===== src/sv/prvg_pkg.sv =====
// Shared types and constants of the polyline ribbon vertex generator.
`default_nettype none
package prvg_pkg;

    localparam int unsigned CoordW = 24;
    localparam int unsigned DiffW  = 25;
    localparam int unsigned WidthW = 16;
    localparam int unsigned PairW  = 16;
    localparam int unsigned OffW   = 17;
    localparam int unsigned QDepth = 2;

    typedef struct packed {
        logic signed [CoordW-1:0] px;
        logic signed [CoordW-1:0] py;
        logic signed [CoordW-1:0] x;
        logic signed [CoordW-1:0] y;
        logic signed [DiffW-1:0]  dx;
        logic signed [DiffW-1:0]  dy;
        logic                     fin;
        logic                     single;
        logic                     degen;
    } cmd_t;

    typedef struct packed {
        logic                          full;
        logic                          empty;
        logic [$clog2(QDepth+1)-1:0]   count;
    } qstat_t;

    function automatic logic signed [CoordW-1:0] sat_add(
        input logic signed [CoordW-1:0] p,
        input logic signed [OffW-1:0]   o
    );
        logic signed [CoordW:0] s;
        s = {p[CoordW-1], p} + (CoordW+1)'(o);
        if (s[CoordW] != s[CoordW-1]) begin
            sat_add = s[CoordW] ? {1'b1, {(CoordW-1){1'b0}}} : {1'b0, {(CoordW-1){1'b1}}};
        end else begin
            sat_add = s[CoordW-1:0];
        end
    endfunction

endpackage
`default_nettype wire


===== src/sv/prvg_front.sv =====
// Front part: accepts points, tracks the previous point and classifies each request.
`default_nettype none
module prvg_front (
    input  wire logic                                  aclk,
    input  wire logic                                  aresetn,
    input  wire logic                                  in_valid,
    input  wire logic signed [prvg_pkg::CoordW-1:0]    in_x,
    input  wire logic signed [prvg_pkg::CoordW-1:0]    in_y,
    input  wire logic                                  in_fin,
    input  wire logic                                  q_full,
    output logic                                       in_ready,
    output logic                                       push,
    output prvg_pkg::cmd_t                             push_cmd
);
    logic signed [prvg_pkg::CoordW-1:0] prior_x_reg;
    logic signed [prvg_pkg::CoordW-1:0] prior_y_reg;
    logic                               have_prior_reg;
    logic                               accept;

    assign in_ready = !q_full;
    assign accept   = in_valid && in_ready;
    assign push     = accept && (have_prior_reg || in_fin);

    always_comb begin
        push_cmd.px     = prior_x_reg;
        push_cmd.py     = prior_y_reg;
        push_cmd.x      = in_x;
        push_cmd.y      = in_y;
        push_cmd.dx     = {in_x[prvg_pkg::CoordW-1], in_x} - {prior_x_reg[prvg_pkg::CoordW-1], prior_x_reg};
        push_cmd.dy     = {in_y[prvg_pkg::CoordW-1], in_y} - {prior_y_reg[prvg_pkg::CoordW-1], prior_y_reg};
        push_cmd.fin    = in_fin;
        push_cmd.single = !have_prior_reg;
        push_cmd.degen  = !have_prior_reg || (push_cmd.dx == '0 && push_cmd.dy == '0);
    end

    always_ff @(posedge aclk) begin
        if (!aresetn) begin
            prior_x_reg    <= '0;
            prior_y_reg    <= '0;
            have_prior_reg <= 1'b0;
        end else if (accept) begin
            if (in_fin) begin
                prior_x_reg    <= '0;
                prior_y_reg    <= '0;
                have_prior_reg <= 1'b0;
            end else begin
                prior_x_reg    <= in_x;
                prior_y_reg    <= in_y;
                have_prior_reg <= 1'b1;
            end
        end
    end
endmodule
`default_nettype wire


===== config.mk =====
export PLATFORM = sky130hd
export DESIGN_NAME = prvg_front
export DESIGN_NICKNAME = d
export VERILOG_FILES = /design/src/sv/prvg_pkg.sv /design/src/sv/prvg_front.sv
export SDC_FILE = /design/constraint.sdc
export NUM_CORES = 1
export LEC_CHECK = 0
export BUFFER_PORTS_ARGS = -buffer_cell sky130_fd_sc_hd__buf_2
export CORE_AREA = 2 2 127 129
export CTS_CLUSTER_DIAMETER = 30
export DETAILED_ROUTE_END_ITERATION = 10
export DIE_AREA = 0 0 129 131
export PLACE_DENSITY = 0.64
export SLEW_MARGIN = 10
export SYNTH_ARGS = -nofsm -noshare
export SYNTH_HDL_FRONTEND = slang
export SYNTH_SLANG_ARGS = --single-unit

===== constraint.sdc =====
create_clock -name aclk -period 3.68 [get_ports aclk]
set_input_delay 0.368 -clock aclk [delete_from_list [all_inputs] [get_ports aclk]]
set_output_delay 0.368 -clock aclk [all_outputs]
set_load 0.005 [all_outputs]

==> results.json <==
{
  "cp_top_family": "compound AO/OA/AOI/OAI gates",
  "dp_cells": 1124,
  "required_ns": 3.31,
  "layout_commonest_cell": "buf_2",
  "fin_worst_skew_ns": 0,
  "setup_viol": 1,
  "synth_area_um2": 5528,
  "cts-htree-levels": 2,
  "port_buffers": 203,
  "cp-start-kind": "register",
  "rsz0062_at_grt": "yes",
  "endpoint_kind": "primary output",
  "syn_inst": 753,
  "initial_core_util_pct": 35.44,
  "p_sw_uw": 728.7,
  "async_flop_share_pct": 0,
  "finalCritPeriodShare_pct": 101.4,
  "antenna_cells": 0,
  "grt_pass1_vias": 5413,
  "insertion_delay_ns": 0.30,
  "die_w_um": 129,
  "clk_pin_slew_ns": 0.07,
  "antenna_found_initial": 0,
  "cts_tree": "done",
  "critPathArrivalTime_ns": 3.37,
  "drt_wl_total_um": 17690,
  "design.core.area_um2": 15600,
  "synth_top_cell_by_area": "dfxtp_1",
  "viasPerCell": 5.225,
  "cts_buffer_depth": 2,
  "seqPwrFrac_pct": 28.0,
  "synth_edf_count": 0,
  "worstPathMaxFanout": 5,
  "grt.overflow.total": 0,
  "syn_area_per_cell_um2": 7.341,
  "place.gp.congestion": 0.8840,
  "cts_buffers": 5,
  "swShare_pct": 36.47,
  "pwr-share-clk_pct": 28.4,
  "synth.top_cell.area_share_pct": 17.75,
  "vias": 5967,
  "run_status": "complete, but fails checks",
  "violations": "setup timing",
  "drc_errors": 0,
  "seq_area_frac_synth_pct": 17.75,
  "synth-warning-count": 0,
  "netlist-cell-type-count": 70,
  "syn2layout_area_growth_pct": 28.11,
  "fin_cells": 1142,
  "die_area_um2": 16900,
  "dr.pass1.iters": 5,
  "hold_ws_ns": 0.3576,
  "fill_cells": 1590,
  "timing.max_slew.rel_slack_pct": 24.11,
  "p_int_mw": 1.269,
  "p_comb_share_pct": 43.6,
  "hold_viol": 0,
  "fmax_mhz": 267.9,
  "cts_sinks": 49,
  "synth_ff_type": "dfxtp_1",
  "grtUsageTotal_pct": 20.43,
  "clockRootBuffer": "clkbuf_16",
  "leakage_nw": 3.051,
  "tightest_slew_ns": 1.136,
  "die_h_um": 131,
  "grt_max_degree": 50,
  "maxCapViolations": 0,
  "syn-num-nets": 856,
  "cp.buffers_inverters": 3,
  "critical_path_class": "register to primary output",
  "synth_area_leaders": "dfxtp_1 (18%), ha_1 (11%), a21boi_0 (7.2%), buf_4 (6.7%), nand3b_1 (6.0%)",
  "avgRoutedWirePerCell_um": 15.49,
  "synth_seq_cells": 49,
  "ir_worst_vdd_v": 0.0001775,
  "drive_gt1_share_pct": 33.26,
  "antenna_left": 0,
  "fin_crit_ns": 3.733,
  "slew_violations": 0,
  "hpwl_um": 13910,
  "io_pins": 204,
  "layout_common_cells": "buf_2 (203), nand2_1 (81), inv_1 (71)",
  "worst_slack_ns": -0.05322,
  "powerDensity_nw_per_um2": 282.1,
  "critical-path-slowest-cell": "or3_1",
  "slowest_delay_ns": 0.37,
  "rows": 46,
  "min_path_type": "input pin to register",
  "grt_pass1_wl_um": 27360,
  "drt_iter0_drc": 312,
  "cp_cell_sequence": "inv_1, ha_1, nor2b_4, o31a_1, buf_4, o21ai_2, o211ai_1, or3_1, a32o_1, nor4_2, nand4_1, o31ai_2, buf_2",
  "final_nets": 1028
}
-- kinds of logic (layout without fill, tap and decap cells) --
group                      Yosys count  after routing  share of synthesized area, %
AOI/OAI and AO/OA                  216            216                         28.18
xor gates and xnor gates            18             18                         2.852
adders and majority gates           50             50                         11.59
buffers and inverters              148            321                         13.44
DFF                                 49             49                         17.75
and+or+nand+nor                    272            272                         26.19
-- synthesized netlist by cell type, drive strengths merged, types with 4 or more instances --
cell type   n
o31ai       4
o21bai      4
dfxtp      49
nor4        6
and2       13
xor2        6
nor3       10
nor2b       7
inv        72
nand3      16
a21boi     54
nor3b       5
a21o       19
o211a       4
and3        5
a21oi      36
clkbuf     23
a31oi       6
o211ai     11
o2111ai     7
o22ai       4
nand2      83
or3        15
a211o       5
ha         48
nand4       7
a211oi      5
nand3b     44
buf        53
o21ai      25
nand2b      5
xnor2      12
nor2       45
o21a        9
-- tightest hold or removal path, stage by stage --
cell and delay [ns]:
buf_2 0.11, nand3b_1 0.07, a21boi_0 0.07
-- routing by layer --
metal / vias up / track usage [%] / share of wire [%]
met3: 16 / 4.520 / 7.2
met1: 2774 / 27.07 / 45
li1: 2971 / - / -
met2: 206 / 34.02 / 46
met4: 0 / 4.795 / 1.4
met5: - / 0 / 0
-- worst paths after layout --
| check | from | endpoint | slack [ns] | cells past startpoint |
|---|---|---|---|---|
| setup / recovery | prior_x_reg[1] | push_cmd[0] | -0.05 | 13 |
| hold / removal | in_y[11] | prior_y_reg[11] | 0.36 | 3 |
| setup reg to reg | prior_y_reg[1] | prior_y_reg[1] | 2.95 | 2 |
| hold reg to reg | prior_y_reg[21] | prior_y_reg[21] | 0.48 | 2 |
-- area by class of cell --
class | count | area, µm² | area share (%)
clock buffers | 7 | 142.6 | 2.014
clock inverters | 1 | 30.03 | 0.4240
inverters | 72 | 270.3 | 3.816
multi-input cells | 556 | 4078 | 57.58
flip-flops and latches | 49 | 989.7 | 13.98
well taps | 216 | 270.3 | 3.816
repair buffers | 241 | 1301 | 18.37
-- per-stage QoR --
stage          total power, mW  setup TNS (ns)  cell area, µm²  util, %  worst slack (ns)
2_1_floorplan            1.071               0            5528        -            0.4186
5_1_grt                  2.128         -0.2306            7082    45.40           -0.2306
4_1_cts                  1.980         -0.1568            6903    44.26           -0.1568
3_3_place_gp             1.374        -0.09749            6561    42.07          -0.09749
3_5_place_dp             1.375         -0.1591            6561    42.07           -0.1591
6_report                 1.998        -0.05322            7082    45.40          -0.05322
-- power by group through the flow --
stage | sequential (mW) | combinational [mW] | clock, mW
after global placement | 0.571 | 0.803 | 0
after CTS | 0.558 | 0.836 | 0.586
final | 0.559 | 0.871 | 0.568
after global routing | 0.561 | 0.965 | 0.603
after floorplan | 0.571 | 0.500 | 0
after detailed placement | 0.571 | 0.804 | 0
-- what timing repair did --
item	4_1_cts	5_1_grt
setup endpoints to repair	1	2
resized for setup	25	33
hold buffers	0	0
setup buffers	7	3
pin swaps	16	20
Note: power is estimated with default switching activity, not from simulation.
