`src/sv/prvg_pkg.sv`:
```
// Shared types and constants of the polyline ribbon vertex generator.
`default_nettype none
package prvg_pkg;

    localparam int unsigned CoordW = 24;
    localparam int unsigned DiffW  = 25;
    localparam int unsigned WidthW = 16;
    localparam int unsigned PairW  = 16;
    localparam int unsigned OffW   = 17;
    localparam int unsigned QDepth = 2;

    typedef struct packed {
        logic signed [CoordW-1:0] px;
        logic signed [CoordW-1:0] py;
        logic signed [CoordW-1:0] x;
        logic signed [CoordW-1:0] y;
        logic signed [DiffW-1:0]  dx;
        logic signed [DiffW-1:0]  dy;
        logic                     fin;
        logic                     single;
        logic                     degen;
    } cmd_t;

    typedef struct packed {
        logic                          full;
        logic                          empty;
        logic [$clog2(QDepth+1)-1:0]   count;
    } qstat_t;

    function automatic logic signed [CoordW-1:0] sat_add(
        input logic signed [CoordW-1:0] p,
        input logic signed [OffW-1:0]   o
    );
        logic signed [CoordW:0] s;
        s = {p[CoordW-1], p} + (CoordW+1)'(o);
        if (s[CoordW] != s[CoordW-1]) begin
            sat_add = s[CoordW] ? {1'b1, {(CoordW-1){1'b0}}} : {1'b0, {(CoordW-1){1'b1}}};
        end else begin
            sat_add = s[CoordW-1:0];
        end
    endfunction

endpackage
`default_nettype wire

```
`src/sv/prvg_queue.sv`:
```
// Short request queue between the front and the back part.
`default_nettype none
module prvg_queue (
    input  wire logic          aclk,
    input  wire logic          aresetn,
    input  wire logic          push,
    input  wire prvg_pkg::cmd_t push_cmd,
    input  wire logic          pop,
    output prvg_pkg::cmd_t     head_cmd,
    output prvg_pkg::qstat_t   stat
);
    localparam int unsigned PtrW = $clog2(prvg_pkg::QDepth);
    localparam int unsigned CntW = $clog2(prvg_pkg::QDepth + 1);

    prvg_pkg::cmd_t mem_reg [prvg_pkg::QDepth];
    logic [PtrW-1:0] wr_ptr_reg;
    logic [PtrW-1:0] rd_ptr_reg;
    logic [CntW-1:0] count_reg;

    assign head_cmd   = mem_reg[rd_ptr_reg];
    assign stat.count = count_reg;
    assign stat.full  = (count_reg == CntW'(prvg_pkg::QDepth));
    assign stat.empty = (count_reg == '0);

    always_ff @(posedge aclk) begin
        if (!aresetn) begin
            wr_ptr_reg <= '0;
            rd_ptr_reg <= '0;
            count_reg  <= '0;
        end else begin
            if (push) begin
                mem_reg[wr_ptr_reg] <= push_cmd;
                wr_ptr_reg <= (wr_ptr_reg == PtrW'(prvg_pkg::QDepth - 1)) ? '0 : wr_ptr_reg + 1'b1;
            end
            if (pop) begin
                rd_ptr_reg <= (rd_ptr_reg == PtrW'(prvg_pkg::QDepth - 1)) ? '0 : rd_ptr_reg + 1'b1;
            end
            count_reg <= count_reg + CntW'(push) - CntW'(pop);
        end
    end
endmodule
`default_nettype wire

```
`config.mk`:
```
export PLATFORM = sky130hd
export DESIGN_NAME = prvg_queue
export DESIGN_NICKNAME = d
export VERILOG_FILES = /design/src/sv/prvg_pkg.sv /design/src/sv/prvg_queue.sv
export SDC_FILE = /design/constraint.sdc
export NUM_CORES = 1
export LEC_CHECK = 0
export ABC_AREA = 1
export BUFFER_PORTS_ARGS = -buffer_cell sky130_fd_sc_hd__buf_2
export CAP_MARGIN = 0
export CORE_UTILIZATION = 40
export CTS_CLUSTER_DIAMETER = 30
export DETAILED_ROUTE_END_ITERATION = 16
export PLACE_DENSITY = 0.65
export REMOVE_ABC_BUFFERS = 1
export SLEW_MARGIN = 20
export SYNTH_ARGS = -nofsm -noshare
export SYNTH_HDL_FRONTEND = slang
export SYNTH_SLANG_ARGS = --single-unit
export TNS_END_PERCENT = 1
```
`constraint.sdc`:
```
create_clock -name aclk -period 19.1 [get_ports aclk]
set_clock_uncertainty 0.2 [all_clocks]
set_input_delay 2.865 -clock aclk [delete_from_list [all_inputs] [get_ports aclk]]
set_output_delay 2.865 -clock aclk [all_outputs]
set_load 0.02 [all_outputs]
```
==> results of run 1 <==
==> per-stage QoR <==
| stage | hold slack [ps] | cell area (um2) |
|---|---|---|
| 2_1_floorplan | 243 | 11200 |
| 3_3_place_gp | 253 | 13300 |
| 3_5_place_dp | 273 | 13300 |
| 4_1_cts | 275 | 15400 |
| 5_1_grt | 292 | 15400 |
| 6_report | 274 | 15400 |
==> routing by layer <==
metal	routed length, um	track usage [%]	share of wire (%)
met5	0	0	0
met1	8530	16.4	40
met4	476	5.20	2.2
met3	2000	5.81	9.3
met2	10400	23.2	49
==> synth_stat cells, drive strengths merged <==
cell / count
xnor2: 1
inv: 8
buf: 17
mux2: 149
nand2: 6
nor2: 6
nor3: 1
nand3: 1
dfxtp: 5
a21oi: 2
edfxtp: 298
ha: 2
==> path summary, 6_finish.rpt <==
path                      startpoint                       end  slack, ps  depth (start not counted)
min reg2reg  wr_ptr_reg$_SDFFE_PN0P_   wr_ptr_reg$_SDFFE_PN0P_        270                          2
min          wr_ptr_reg$_SDFFE_PN0P_   wr_ptr_reg$_SDFFE_PN0P_        270                          2
max reg2reg  wr_ptr_reg$_SDFFE_PN0P_  mem_reg[1][55]$_DFFE_PP_      16110                          4
max                         register              head_cmd[15]      13180                          3
==> cell type report <==
| class | count | area, um2 |
|---|---|---|
| fillers | 2251 | 12600 |
| flip-flops and latches | 303 | 9050 |
| multi-input cells | 168 | 2170 |
| clock buffers | 72 | 1610 |
| repair buffers | 311 | 1570 |
| well taps | 378 | 473 |
| clock inverters | 42 | 462 |
| inverters | 8 | 30.0 |
| diodes | 2 | 5.00 |
==> worst min-delay path, delay by kind of cell, from the launching register on <==
kind            cells  cell delay (ps)
flops               1              310
simple gates        1               60
compound gates      1               50
==> power by group <==
group / total (mW) / internal (mW) / switching (mW)
registers: 0.767 / 0.759 / 0.00866
logic: 0.163 / 0.0732 / 0.0903
clock network: 1.03 / 0.706 / 0.327
total: 1.96 / 1.54 / 0.426
==> cells by family after synthesis <==
group / share of synthesized area [%]
compound gates: 0.0878
simple gates: 0.483
fa+ha+maj: 0.219
buf+inv: 1.78
mux: 18.0
flops: 79.3
xor+xnor: 0.0768
==> impl_metrics.toml, run 1 <==
[run_status]
status = "finished clean"

[yosys]
synthCells = 496
synth_top_cell_area_share_pct = 78.4
syn_area_um2 = 11400
yosysWarnings = 0
yosys-top-cells-area = "edfxtp_1, mux2_4, mux2_2"
ys_seq_area_share_pct = 79.3
ys_types = 14
synth_area_per_cell_um2 = 23.0
synth-seq-cells = 303
synth_top_cell_by_area = "edfxtp_1"

[placement]
port_buffers = 305
dp_hpwl_um = 13200
place_congestion = 0.713
dp.cells = 1168
pre_cts_slack_ps = 13400

[sta]
rsz0062_at_grt = "false"
finalSetupViolations = 0
fmax_mhz = 169
post-route-period-util_pct = 31.0
drv_slew = 0
period_needed_ps = 5920
worst_pin_slew_ps = 1100
setup_ws_ps = 13180
setup_tns_ps = 0
hold_viol_final = 0
slew_headroom_pct = 26.7

[cts]
cts_resized = 0
ctsHoldBuffers = 0
clk_latency_ps = 540
postCtsSetupRepairBufs = 0
cts_tree = "done"
cts_root_buf = "clkbuf_16"
numCtsBuffers = 61
h-tree-depth = 2
clk_pin_slew_worst_paths_ps = 50
cts_buffer_depth = 3
clkSinkCount = 303

[routing]
dr.pass1.iters = 4
drc = 0
ant_nets = 0
drt_iter0_drc = 300
wl_per_cell_um = 16.7
vias = 5816
via_per_inst = 4.53
wl_um = 21500

[layout]
largest_register_ffs = 298
post-route-util_pct = 55.0
final_nets = 1008
syn2layout_area_growth_pct = 34.7
final_common_cell = "buf_2"
drive_above_1_share_pct = 61.9
layout_common_cells = "buf_2, edfxtp_1, mux2_4, clkbuf_16, mux2_2"
fin_cells = 1284

[power]
p_leak_nw = 6.04
p_per_area_nw_per_um2 = 128
p_total_mw = 1.96
ir_drop_v = 0.0000719

[setup_path]
endpoint_kind = "primary output"
worstPathMaxFanout = 62
criticalPathCategory = "reg2out"
cp-start-kind = "register"
crit_family = "buffers and inverters"
slowest_stage = "buf_4"
crit_buf_inv = 2
arrival_ps = 2860
crit_required_ps = 16030
critPathMaxStageDelay_ps = 940
cp_cell_sequence = "buf_4, mux2_2, buf_2"

[floorplanning]
initial_core_util_pct = 40.8
core_area_um2 = 27900
dieArea_um2 = 29200
die_h_um = 171
die_w_um = 171
num_io_pins = 306
rows = 61

[run]
drv_cap = 0

[grt]
overflow = 0
antenna_found_initial = 2
grt_pass1_vias = 5782
grt_pass1_wl_um = 31000
grt_usage_pct = 14.1
grt_max_degree = 78

[worst_hold_path]
min_path_type = "reg2reg"
No activity file was read; power rests on OpenSTA's default activity.
==> run 2, diff against run 1 <==
--- a/config.mk
+++ b/config.mk
@@ -11,7 +11,7 @@
 export CORE_UTILIZATION = 40
 export CTS_CLUSTER_DIAMETER = 30
 export DETAILED_ROUTE_END_ITERATION = 16
-export PLACE_DENSITY = 0.65
+export PLACE_DENSITY = 0.68
 export REMOVE_ABC_BUFFERS = 1
 export SLEW_MARGIN = 20
 export SYNTH_ARGS = -nofsm -noshare
==> constraint.sdc (replaced) <==
create_clock -name aclk -period 5.24 [get_ports aclk]
set_clock_uncertainty 0.2 [all_clocks]
set_input_delay 0.786 -clock aclk [delete_from_list [all_inputs] [get_ports aclk]]
set_output_delay 0.786 -clock aclk [all_outputs]
set_load 0.02 [all_outputs]
==> impl_metrics.toml, run 2 (synthesized netlist as in run 1, its figures left out) <==
[sta]
period_needed_ps = 3580
fmax_mhz = 279
setup_ws_ps = 1660
rsz0062_at_grt = "false"
hold_viol_final = 0
setup_tns_ps = 0
slew_headroom_pct = 23.9
finalSetupViolations = 0
worst_pin_slew_ps = 1140
post-route-period-util_pct = 68.3
drv_slew = 0

[run_status]
status = "finished clean"

[power]
switching_share_pct = 21.8
seq_power_share_pct = 37.8
combinationalPowerShare_pct = 8.3
switching_power_mw = 1.61
p_per_area_nw_per_um2 = 475
p_leak_nw = 6.08
ir_drop_v = 0.000405
p_int_mw = 5.76
clkPwrFrac_pct = 53.9

[placement]
place_congestion = 0.748
pre_cts_slack_ps = 2340
dpl_cell_area_um2 = 13300
port_buffers = 305
dp_hpwl_um = 13900

[setup_path]
arrival_ps = 2590
crit_buf_inv = 2
reg2reg_slack_ps = 3120
worstPathMaxFanout = 138
crit_family = "buffers and inverters"
cp-start-kind = "register"
slowest_stage = "buf_12"
cp_cell_sequence = "buf_12, mux2_2, buf_2"
critPathMaxStageDelay_ps = 650
crit_required_ps = 4250
criticalPathCategory = "reg2out"
endpoint_kind = "primary output"

[layout]
fin_area_um2 = 15500
final_common_cell = "buf_2"
syn2layout_area_growth_pct = 35.9
drive_above_1_share_pct = 62.6
final_nets = 1009
layout_common_cells = "buf_2, edfxtp_1, mux2_4, clkbuf_16, mux2_2"
post-route-util_pct = 55.5
largest_register_ffs = 298

[cts]
cts_resized = 0
cts_root_buf = "clkbuf_16"
h-tree-depth = 2
cts_tree = "done"
clk_pin_slew_worst_paths_ps = 50
numCtsBuffers = 61
clk_latency_ps = 560
clkSinkCount = 303
cts_buffer_depth = 3
ctsHoldBuffers = 0
postCtsSetupRepairBufs = 0

[grt]
grt_pass1_vias = 6173
grt_usage_pct = 14.7
antenna_found_initial = 4
grt_pass1_wl_um = 32400
grt_max_degree = 139
overflow = 0

[routing]
drt_iter0_drc = 183
vias = 5819
dr.pass1.iters = 4
wl_per_cell_um = 17.3
drc = 0
via_per_inst = 4.53
wl_um = 22200
ant_nets = 0

[floorplanning]
die_w_um = 171
dieArea_um2 = 29200
core_area_um2 = 27900
die_h_um = 171
num_io_pins = 306
rows = 61
initial_core_util_pct = 40.8

[run]
drv_cap = 0

[worst_hold_path]
min_path_type = "in2reg"
## run 2: metal layers
layer / GRT usage (%) / routed length (um)
met5: 0 / 39
met4: 5.86 / 454
met3: 5.78 / 2060
met2: 25.9 / 11400
met1: 15.7 / 8330
## run 2: metrics by stage
step                total power, mW  hold WS, ps  cells
floorplan                      3.29          243    479
global placement               3.44          250   1169
detailed placement             3.45          267   1169
CTS                            7.46          182   1282
global route                   7.61          187   1283
finish                         7.37          213   1284
## run 2: layout make-up
class / instances / area [um2]
fill: 2173 / 12400
sequential: 303 / 9050
multi-input combinational: 168 / 2170
timing repair buffer: 312 / 1600
clock buffer: 65 / 1540
clock inverter: 48 / 633
tap: 378 / 473
inverter: 8 / 30.0
antenna: 2 / 5.00
## run 2: worst paths after layout
path | endpoint | start | cells past startpoint
max | head_cmd[142] | register | 3
min | mem_reg[1][138]$_DFFE_PP_ | push_cmd[138] | 1
max reg2reg | mem_reg[1][21]$_DFFE_PP_ | wr_ptr_reg$_SDFFE_PN0P_ | 3
min reg2reg | wr_ptr_reg$_SDFFE_PN0P_ | wr_ptr_reg$_SDFFE_PN0P_ | 2
## run 2: power by group through the flow
| stage | registers, mW | logic [mW] | clock network [mW] |
|---|---|---|---|
| final | 2.79 | 0.610 | 3.97 |
| after global routing | 2.79 | 0.651 | 4.16 |
| after CTS | 2.79 | 0.619 | 4.05 |
| after detailed placement | 2.83 | 0.616 | 0 |
| after global placement | 2.83 | 0.607 | 0 |
| after floorplan | 2.89 | 0.403 | 0 |
